[src/wsd_pkg.sv]
// wsd_pkg: shared types and constants for the websocket frame deframer
// used by the parser, the result queue, the top level and the checker
`default_nettype none

package wsd_pkg;

    // default width of the frame length counter
    localparam int LENGTH_BITS_DEF = 64;

    // result queue depth (two results may be pushed per beat)
    localparam int OQ_DEPTH = 4;

    // parse phases
    localparam logic [2:0] PH_HDR0 = 3'd0;
    localparam logic [2:0] PH_HDR1 = 3'd1;
    localparam logic [2:0] PH_EXT  = 3'd2;
    localparam logic [2:0] PH_KEY  = 3'd3;
    localparam logic [2:0] PH_DATA = 3'd4;
    localparam logic [2:0] PH_HALT = 3'd5;

    // result kinds
    localparam logic [1:0] KIND_PAYLOAD = 2'd0;
    localparam logic [1:0] KIND_PONG    = 2'd1;
    localparam logic [1:0] KIND_EVENT   = 2'd2;

    // status codes
    localparam logic [2:0] ST_OK        = 3'd0;
    localparam logic [2:0] ST_CLOSE     = 3'd1;
    localparam logic [2:0] ST_BAD_START = 3'd2;
    localparam logic [2:0] ST_BAD_CONT  = 3'd3;
    localparam logic [2:0] ST_BAD_CTRL  = 3'd4;

    // opcodes
    localparam logic [3:0] OP_CONT   = 4'h0;
    localparam logic [3:0] OP_TEXT   = 4'h1;
    localparam logic [3:0] OP_BINARY = 4'h2;
    localparam logic [3:0] OP_CLOSE  = 4'h8;
    localparam logic [3:0] OP_PING   = 4'h9;
    localparam logic [3:0] OP_PONG   = 4'hA;

    // header constants
    localparam logic [6:0] LEN_EXT16   = 7'd126;
    localparam logic [6:0] LEN_EXT64   = 7'd127;
    localparam logic [6:0] LEN_CTRL_MAX = 7'd125;
    localparam logic [7:0] PONG_HDR    = 8'h8A;
    localparam logic [3:0] CNT_EXT16   = 4'd2;
    localparam logic [3:0] CNT_EXT64   = 4'd8;
    localparam logic [3:0] CNT_KEY     = 4'd4;

    // one result beat
    typedef struct packed {
        logic [7:0] out_byte;
        logic [1:0] out_kind;
        logic       message_binary;
        logic       message_end;
        logic [2:0] status;
        logic       last;
    } result_t;

    // results caused by one input beat
    typedef struct packed {
        logic [1:0] count;
        result_t    r0;
        result_t    r1;
    } parse_out_t;

endpackage

`default_nettype wire

[src/wsd_parser.sv]
// wsd_parser: frame header parser, unmasking and result generation
// depends on wsd_pkg; one input beat per cycle while beat_en is high, up to two results per beat
`default_nettype none

module wsd_parser
    import wsd_pkg::*;
#(
    parameter int LENGTH_BITS = LENGTH_BITS_DEF
)
(
    input  wire logic       clk,
    input  wire logic       rst_n,
    input  wire logic       beat_en,
    input  wire logic [7:0] rx_byte,
    output parse_out_t      res
);

    logic [2:0]             phase_reg, phase_next;
    logic [3:0]             field_cnt_reg, field_cnt_next;
    logic [3:0]             opcode_reg, opcode_next;
    logic                   final_reg, final_next;
    logic                   masked_reg, masked_next;
    logic [LENGTH_BITS-1:0] rem_reg, rem_next;
    logic [31:0]            key_reg, key_next;
    logic [1:0]             midx_reg, midx_next;
    logic                   frag_reg, frag_next;
    logic                   bin_reg, bin_next;

    // state registers
    always_ff @(posedge clk or negedge rst_n)
    begin
        if (!rst_n)
        begin
            phase_reg     <= PH_HDR0;
            field_cnt_reg <= '0;
            opcode_reg    <= '0;
            final_reg     <= 1'b0;
            masked_reg    <= 1'b0;
            rem_reg       <= '0;
            key_reg       <= '0;
            midx_reg      <= '0;
            frag_reg      <= 1'b0;
            bin_reg       <= 1'b0;
        end
        else if (beat_en)
        begin
            phase_reg     <= phase_next;
            field_cnt_reg <= field_cnt_next;
            opcode_reg    <= opcode_next;
            final_reg     <= final_next;
            masked_reg    <= masked_next;
            rem_reg       <= rem_next;
            key_reg       <= key_next;
            midx_reg      <= midx_next;
            frag_reg      <= frag_next;
            bin_reg       <= bin_next;
        end
    end

    logic [3:0]             op_in;
    logic                   fin_in;
    logic [6:0]             len7;
    logic [3:0]             cnt_dec;
    logic                   hd_go;
    logic [LENGTH_BITS-1:0] hd_len;
    logic                   data_end;
    logic [7:0]             key_byte;
    logic [7:0]             data_byte;

    assign op_in   = rx_byte[3:0];
    assign fin_in  = rx_byte[7];
    assign len7    = rx_byte[6:0];
    assign cnt_dec = field_cnt_reg - 4'd1;

    // key byte chosen by the rolling index, most significant first
    always_comb
    begin
        unique case (midx_reg)
            2'd0:    key_byte = key_reg[31:24];
            2'd1:    key_byte = key_reg[23:16];
            2'd2:    key_byte = key_reg[15:8];
            default: key_byte = key_reg[7:0];
        endcase
    end

    assign data_byte = masked_reg ? (rx_byte ^ key_byte) : rx_byte;
    assign data_end  = (rem_reg == LENGTH_BITS'(1));

    // next state and results
    always_comb
    begin
        phase_next     = phase_reg;
        field_cnt_next = field_cnt_reg;
        opcode_next    = opcode_reg;
        final_next     = final_reg;
        masked_next    = masked_reg;
        rem_next       = rem_reg;
        key_next       = key_reg;
        midx_next      = midx_reg;
        frag_next      = frag_reg;
        bin_next       = bin_reg;
        hd_go          = 1'b0;
        hd_len         = rem_reg;
        res            = '0;

        unique case (phase_reg)
            PH_HDR0:
            begin
                opcode_next = op_in;
                final_next  = fin_in;
                phase_next  = PH_HDR1;
                if (op_in == OP_CLOSE)
                begin
                    res.count        = 2'd1;
                    res.r0.out_kind  = KIND_EVENT;
                    res.r0.status    = ST_CLOSE;
                    phase_next       = PH_HALT;
                end
                else if (op_in[3])
                begin
                    if (op_in > OP_PONG || !fin_in)
                    begin
                        res.count       = 2'd1;
                        res.r0.out_kind = KIND_EVENT;
                        res.r0.status   = ST_BAD_CTRL;
                        phase_next      = PH_HALT;
                    end
                end
                else if (frag_reg)
                begin
                    if (op_in != OP_CONT)
                    begin
                        res.count       = 2'd1;
                        res.r0.out_kind = KIND_EVENT;
                        res.r0.status   = ST_BAD_CONT;
                        phase_next      = PH_HALT;
                    end
                    else
                    begin
                        frag_next = !fin_in;
                    end
                end
                else
                begin
                    if (op_in != OP_TEXT && op_in != OP_BINARY)
                    begin
                        res.count       = 2'd1;
                        res.r0.out_kind = KIND_EVENT;
                        res.r0.status   = ST_BAD_START;
                        phase_next      = PH_HALT;
                    end
                    else
                    begin
                        bin_next  = (op_in == OP_BINARY);
                        frag_next = !fin_in;
                    end
                end
            end

            PH_HDR1:
            begin
                masked_next = rx_byte[7];
                if (opcode_reg[3] && len7 > LEN_CTRL_MAX)
                begin
                    res.count       = 2'd1;
                    res.r0.out_kind = KIND_EVENT;
                    res.r0.status   = ST_BAD_CTRL;
                    phase_next      = PH_HALT;
                end
                else if (len7 == LEN_EXT16 || len7 == LEN_EXT64)
                begin
                    rem_next       = '0;
                    field_cnt_next = (len7 == LEN_EXT16) ? CNT_EXT16 : CNT_EXT64;
                    phase_next     = PH_EXT;
                end
                else
                begin
                    rem_next = {{(LENGTH_BITS-7){1'b0}}, len7};
                    if (rx_byte[7])
                    begin
                        field_cnt_next = CNT_KEY;
                        phase_next     = PH_KEY;
                    end
                    else
                    begin
                        hd_go  = 1'b1;
                        hd_len = {{(LENGTH_BITS-7){1'b0}}, len7};
                    end
                end
            end

            PH_EXT:
            begin
                // saturate once the next shift would lose bits
                if (rem_reg[LENGTH_BITS-1 -: 8] != 8'd0)
                    rem_next = '1;
                else
                    rem_next = {rem_reg[LENGTH_BITS-9:0], rx_byte};
                field_cnt_next = cnt_dec;
                if (cnt_dec == 4'd0)
                begin
                    if (masked_reg)
                    begin
                        field_cnt_next = CNT_KEY;
                        phase_next     = PH_KEY;
                    end
                    else
                    begin
                        hd_go  = 1'b1;
                        hd_len = rem_next;
                    end
                end
            end

            PH_KEY:
            begin
                key_next       = {key_reg[23:0], rx_byte};
                field_cnt_next = cnt_dec;
                if (cnt_dec == 4'd0)
                begin
                    hd_go  = 1'b1;
                    hd_len = rem_reg;
                end
            end

            PH_DATA:
            begin
                midx_next = midx_reg + 2'd1;
                rem_next  = rem_reg - LENGTH_BITS'(1);
                if (!opcode_reg[3])
                begin
                    res.count             = 2'd1;
                    res.r0.out_byte       = data_byte;
                    res.r0.out_kind       = KIND_PAYLOAD;
                    res.r0.message_binary = bin_reg;
                    res.r0.message_end    = data_end && final_reg;
                end
                else if (opcode_reg == OP_PING)
                begin
                    res.count       = 2'd1;
                    res.r0.out_byte = data_byte;
                    res.r0.out_kind = KIND_PONG;
                end
                if (data_end)
                    phase_next = PH_HDR0;
            end

            PH_HALT:
            begin
                phase_next = PH_HALT;
            end

            default:
            begin
                phase_next = PH_HALT;
            end
        endcase

        // end of header: pong header echo, empty frame handling
        if (hd_go)
        begin
            midx_next = 2'd0;
            if (opcode_reg == OP_PING)
            begin
                res.count       = 2'd2;
                res.r0.out_byte = PONG_HDR;
                res.r0.out_kind = KIND_PONG;
                res.r1.out_byte = {1'b0, hd_len[6:0]};
                res.r1.out_kind = KIND_PONG;
            end
            if (hd_len == '0)
            begin
                if (!opcode_reg[3] && final_reg)
                begin
                    res.count             = 2'd1;
                    res.r0.out_kind       = KIND_EVENT;
                    res.r0.message_binary = bin_reg;
                    res.r0.message_end    = 1'b1;
                end
                phase_next = PH_HDR0;
            end
            else
            begin
                phase_next = PH_DATA;
            end
        end

        // mark the last result of this beat
        if (res.count == 2'd1)
            res.r0.last = 1'b1;
        else if (res.count == 2'd2)
            res.r1.last = 1'b1;
    end

endmodule

`default_nettype wire

[src/wsd_outq.sv]
// wsd_outq: small result queue, up to two pushes and one pop per cycle
// depends on wsd_pkg for result_t, parse_out_t and OQ_DEPTH
`default_nettype none

module wsd_outq
    import wsd_pkg::*;
(
    input  wire logic       clk,
    input  wire logic       rst_n,
    input  wire logic       push_en,
    input  wire parse_out_t push,
    output logic            full,
    output logic            pop_valid,
    input  wire logic       pop_stall,
    output result_t         head
);

    localparam int PTR_W = $clog2(OQ_DEPTH);
    localparam int CNT_W = $clog2(OQ_DEPTH + 1);

    result_t            entry_reg [OQ_DEPTH];
    logic [PTR_W-1:0]   wr_ptr_reg, wr_ptr_next;
    logic [PTR_W-1:0]   rd_ptr_reg, rd_ptr_next;
    logic [CNT_W-1:0]   count_reg, count_next;
    logic [1:0]         push_n;
    logic               pop;

    assign push_n    = push_en ? push.count : 2'd0;
    assign pop_valid = (count_reg != '0);
    assign pop       = pop_valid && !pop_stall;
    assign head      = entry_reg[rd_ptr_reg];
    // room for two results is needed before a beat is taken
    assign full      = (count_reg > CNT_W'(OQ_DEPTH - 2));

    // pointer and fill count update
    always_comb
    begin
        wr_ptr_next = wr_ptr_reg + PTR_W'(push_n);
        rd_ptr_next = rd_ptr_reg + (pop ? PTR_W'(1) : PTR_W'(0));
        count_next  = count_reg + CNT_W'(push_n) - (pop ? CNT_W'(1) : CNT_W'(0));
    end

    always_ff @(posedge clk or negedge rst_n)
    begin
        if (!rst_n)
        begin
            wr_ptr_reg <= '0;
            rd_ptr_reg <= '0;
            count_reg  <= '0;
        end
        else
        begin
            wr_ptr_reg <= wr_ptr_next;
            rd_ptr_reg <= rd_ptr_next;
            count_reg  <= count_next;
        end
    end

    // entry storage
    always_ff @(posedge clk)
    begin
        if (push_n != 2'd0)
            entry_reg[wr_ptr_reg] <= push.r0;
        if (push_n == 2'd2)
            entry_reg[wr_ptr_reg + PTR_W'(1)] <= push.r1;
    end

endmodule

`default_nettype wire

[src/websocket_frame_deframer_unit.sv]
// websocket_frame_deframer_unit: receive-side websocket frame deframer
// depends on wsd_pkg, wsd_parser and wsd_outq
//
// Usage
//   Input channel: one received byte per beat on rx_byte, in_valid/in_stall.
//   Output channel: one result per beat (out_byte, out_kind, message_binary,
//   message_end, status, last), out_valid/out_stall.
//   The parser updates its state on the same edge that takes the byte and
//   writes the results into a four-entry result queue, from which they
//   reach the output in order, behind any results still held there.
//   Throughput is one byte per cycle while each byte gives at most one result
//   and the receiver keeps up; the end of a ping header gives two results,
//   and the queue drains one result per cycle.
//   in_stall rises when the queue holds more than two results, so a stalled
//   receiver backs up the input; nothing is lost.
//   After reset the parser waits for the first header byte of a frame and
//   the queue is empty. After a close or a protocol error the parser halts
//   and takes bytes without results until the next reset.
`default_nettype none

module websocket_frame_deframer_unit
    import wsd_pkg::*;
#(
    parameter int LENGTH_BITS = LENGTH_BITS_DEF
)
(
    input  wire logic       clk,
    input  wire logic       rst_n,
    input  wire logic       in_valid,
    output logic            in_stall,
    input  wire logic [7:0] rx_byte,
    output logic            out_valid,
    input  wire logic       out_stall,
    output logic [7:0]      out_byte,
    output logic [1:0]      out_kind,
    output logic            message_binary,
    output logic            message_end,
    output logic [2:0]      status,
    output logic            last
);

    logic       beat_en;
    logic       q_full;
    parse_out_t parse_res;
    result_t    head;

    assign in_stall = q_full;
    assign beat_en  = in_valid && !q_full;

    // header parsing and unmasking
    wsd_parser #(
        .LENGTH_BITS(LENGTH_BITS)
    ) u_parser (
        .clk     (clk),
        .rst_n   (rst_n),
        .beat_en (beat_en),
        .rx_byte (rx_byte),
        .res     (parse_res)
    );

    // result queue between parser and receiver
    wsd_outq u_outq (
        .clk       (clk),
        .rst_n     (rst_n),
        .push_en   (beat_en),
        .push      (parse_res),
        .full      (q_full),
        .pop_valid (out_valid),
        .pop_stall (out_stall),
        .head      (head)
    );

    assign out_byte       = head.out_byte;
    assign out_kind       = head.out_kind;
    assign message_binary = head.message_binary;
    assign message_end    = head.message_end;
    assign status         = head.status;
    assign last           = head.last;

endmodule

`default_nettype wire

[config.mk]
export PLATFORM = sky130hd
export DESIGN_NAME = websocket_frame_deframer_unit
export DESIGN_NICKNAME = d
export VERILOG_FILES = /design/src/wsd_pkg.sv /design/src/wsd_parser.sv /design/src/wsd_outq.sv /design/src/websocket_frame_deframer_unit.sv
export SDC_FILE = /design/constraint.sdc
export NUM_CORES = 1
export LEC_CHECK = 0
export ABC_AREA = 1
export BUFFER_PORTS_ARGS = -buffer_cell sky130_fd_sc_hd__buf_2
export CORE_UTILIZATION = 60
export DETAILED_ROUTE_END_ITERATION = 10
export GPL_ROUTABILITY_DRIVEN = 0
export PLACE_DENSITY_LB_ADDON = 0.3
export SLEW_MARGIN = 40
export SYNTH_ARGS = -nofsm -noshare
export SYNTH_HDL_FRONTEND = slang
export SYNTH_SLANG_ARGS = --single-unit
[constraint.sdc]
create_clock -name clk -period 3.15 [get_ports clk]
set_input_delay 0.315 -clock clk [delete_from_list [all_inputs] [get_ports clk]]
set_output_delay 0.315 -clock clk [all_outputs]
set_load 0.05 [all_outputs]
==> impl_metrics.tcl <==
set metrics [dict create \
    wl_met2_um 16200 \
    ys.flop_type "dfrtp_1" \
    grt_max_degree 65 \
    drt_iter0_drc 1233 \
    placed_cells 1971 \
    timing.final.crit_share 0.956 \
    cts_buffers 17 \
    path_delay_family "simple AND/OR/NAND/NOR gates" \
    async_reset_ff_frac 0.652 \
    firstDrtPassIters 8 \
    clk_latency_ns 0.45 \
    yosys_warnings 0 \
    cp_slowest_cell "dfrtp_1" \
    fp.dieW_um 141 \
    die_area_um2 19900 \
    synth_cell_types 47 \
    grt_overflow_total 0 \
    grt_pass1_wl_um 54300 \
    cts.sinks 184 \
    path_max_fanout 8 \
    worstPathArrival_ns 3.21 \
    grt_antenna_before_repair 0 \
    vdd_drop_max_mv 0.518 \
    drv_cap 0 \
    totalWireLength_um 33400 \
    syn_avg_cell_area_um2 6.86 \
    slew_headroom 0.509 \
    initial_core_util 0.617 \
    rrSetupSlack_ns 0.14 \
    ant_nets 0 \
    hold_viol 0 \
    post-route-util 0.688 \
    cp.required_ns 3.35 \
    netlist_area_um2 11600 \
    drive_gt1_frac 0.105 \
    topRoutingLayerUsed "met4" \
    wl_met3_um 2580 \
    fin_ws_ns 0.137 \
    critPathKind "flip-flop to flip-flop" \
    dpl.hpwl_um 23600 \
    hold_class "input port to flip-flop" \
    drc_errors 0 \
    crit_top_cell "nand2_1" \
    skew_ns 0.0103 \
    cts.clk_slew.worst_paths_ns 0.07 \
    io_pins 30 \
    die_h_um 141 \
    path_cells "inv_2, ha_2, inv_1, nand2_1, nand2_1, nor2_4, nand2_2, nor2_4, a21oi_1, nand2_1, inv_2, nor2_4, inv_4, nor2_8, buf_4, nand2_1, buf_4, o21ai_0, a21oi_1" \
    final_max_slew_viol_count 0 \
    syn_nets 1720 \
    setup_viol 0 \
    synth.ff_latch_count 184 \
    synth-edff-count 36 \
    root_buffer "clkbuf_16" \
    rows 50 \
    cts_tree "done" \
    status "complete, no violations" \
    fin_nets 1763 \
    worst_pin_slew_ns 0.729 \
    grt_usage 0.344 \
    setup_tns_ns 0 \
    whs_ns 0.182 \
    drt-met1-wl_um 13100 \
    ys_seq_area_frac 0.400 \
    final_cells 2011 \
    p_leak_nw 5.94 \
    endpoint_kind "flip-flop" \
    areaGrowthSynthToFinish_pct 11.5 \
    finalCriticalPeriod_ns 3.01 \
    most-common-layout-cells "nand2_1, o21ai_0, nor2_1" \
    num-fill-cells 1585 \
    route.detailed.wl_per_inst_um 16.6 \
    cpPeakStageDelay_ns 0.39 \
    core_region_area_um2 18800 \
    synth_cells 1694 \
    cts.htree.levels 4 \
    critPathBufInv 6 \
    critPathLaunchType "flip-flop" \
    preCtsSetupSlack_ns -0.0195 \
    grt_pass1_vias 11100 \
    clockBufferDepth 2 \
    max_freq_mhz 332 \
    vias 12000 \
    viasPerCell 5.97 \
    portBuffers 29 \
    p_per_area_nw_per_um2 965 \
    layout_commonest_cell "nand2_1" \
]
==> through the flow <==
step	total power, mW	area (um^2)
after floorplan	8.37	11600
after global placement	10.0	12300
after detailed placement	10.2	12300
after CTS	12.3	12800
after global routing	13.4	13000
final	12.5	13000
==> metal layers <==
metal	up-vias	track usage
met2	667	0.583
met4	0	0.193
met1	5506	0.425
met3	142	0.0435
met5	-	0
li1	5693	-
==> report_power, final <==
part	internal, mW	switching (mW)	leakage [nW]
sequential	3.16	0.732	2.13
combinational	1.94	4.60	3.53
clock	1.05	1.04	0.279
==> final timing paths <==
path                                           start  cells after the start                      to
min in group asynchronous                      rst_n                      2    u_outq.rd_ptr_reg[1]
max in group asynchronous                      rst_n                      3    u_parser.rem_reg[29]
hold / removal                            rx_byte[1]                      3        u_parser.bin_reg
setup reg to reg           u_parser.field_cnt_reg[0]                     19  u_outq.entry_reg[0][9]
hold reg to reg               u_outq.entry_reg[2][5]                      2  u_outq.entry_reg[2][5]
setup / recovery           u_parser.field_cnt_reg[0]                     19  u_outq.entry_reg[0][9]
==> synth_stat cells, drive strengths merged (18+ instances only) <==
cell type,number,area share
nand2,367,0.12
dfxtp,28,0.048
nand3,109,0.048
o22ai,41,0.022
buf,18,0.0092
a21oi,114,0.049
o21ai,256,0.11
edfxtp,36,0.093
inv,203,0.066
dfrtp,120,0.26
nor2,232,0.080
clkbuf,50,0.016
==> layout make-up <==
| type | instances | area, um^2 | share of cell area |
|---|---|---|---|
| timing repair buffer | 92 | 648 | 0.0500 |
| antenna | 1 | 2.50 | 0.000193 |
| clock buffer | 18 | 429 | 0.0331 |
| multi-input combinational | 1235 | 5990 | 0.463 |
| clock inverter | 14 | 131 | 0.0101 |
| sequential | 184 | 4640 | 0.359 |
| inverter | 207 | 779 | 0.0602 |
| tap | 260 | 325 | 0.0251 |
==> timing repair <==
item | 4_1_cts | 5_1_grt
endpoints found under the setup margin | 27 | 106
hold buffers | 1 | 0
pin swaps | 0 | 6
cloned | 0 | 0
hold endpoints to repair | 44 | 0
gates resized for setup | 3 | 23
buffers inserted | 0 | 6
==> kinds of logic (layout without fill, tap and decap cells) <==
logic type / after synthesis / in the layout / synth area share
buf+inv: 275 / 331 / 0.0922
simple gates: 760 / 760 / 0.278
xor+xnor: 10 / 10 / 0.00754
fa+ha+maj: 14 / 14 / 0.0157
other cells: 0 / 1 / 0
flops: 184 / 184 / 0.400
compound gates: 451 / 451 / 0.207
==> worst register-to-register path, cell delays in order, from the launching register on <==
cell and delay, ns:
dfrtp_1 0.39, inv_2 0.09, ha_2 0.19, inv_1 0.04
nand2_1 0.07, nand2_1 0.09, nor2_4 0.20, nand2_2 0.11
nor2_4 0.15, a21oi_1 0.06, nand2_1 0.11, inv_2 0.06
nor2_4 0.14, inv_4 0.08, nor2_8 0.13, buf_4 0.17
nand2_1 0.20, buf_4 0.26, o21ai_0 0.17, a21oi_1 0.06
(Power assumes the default switching activity.)
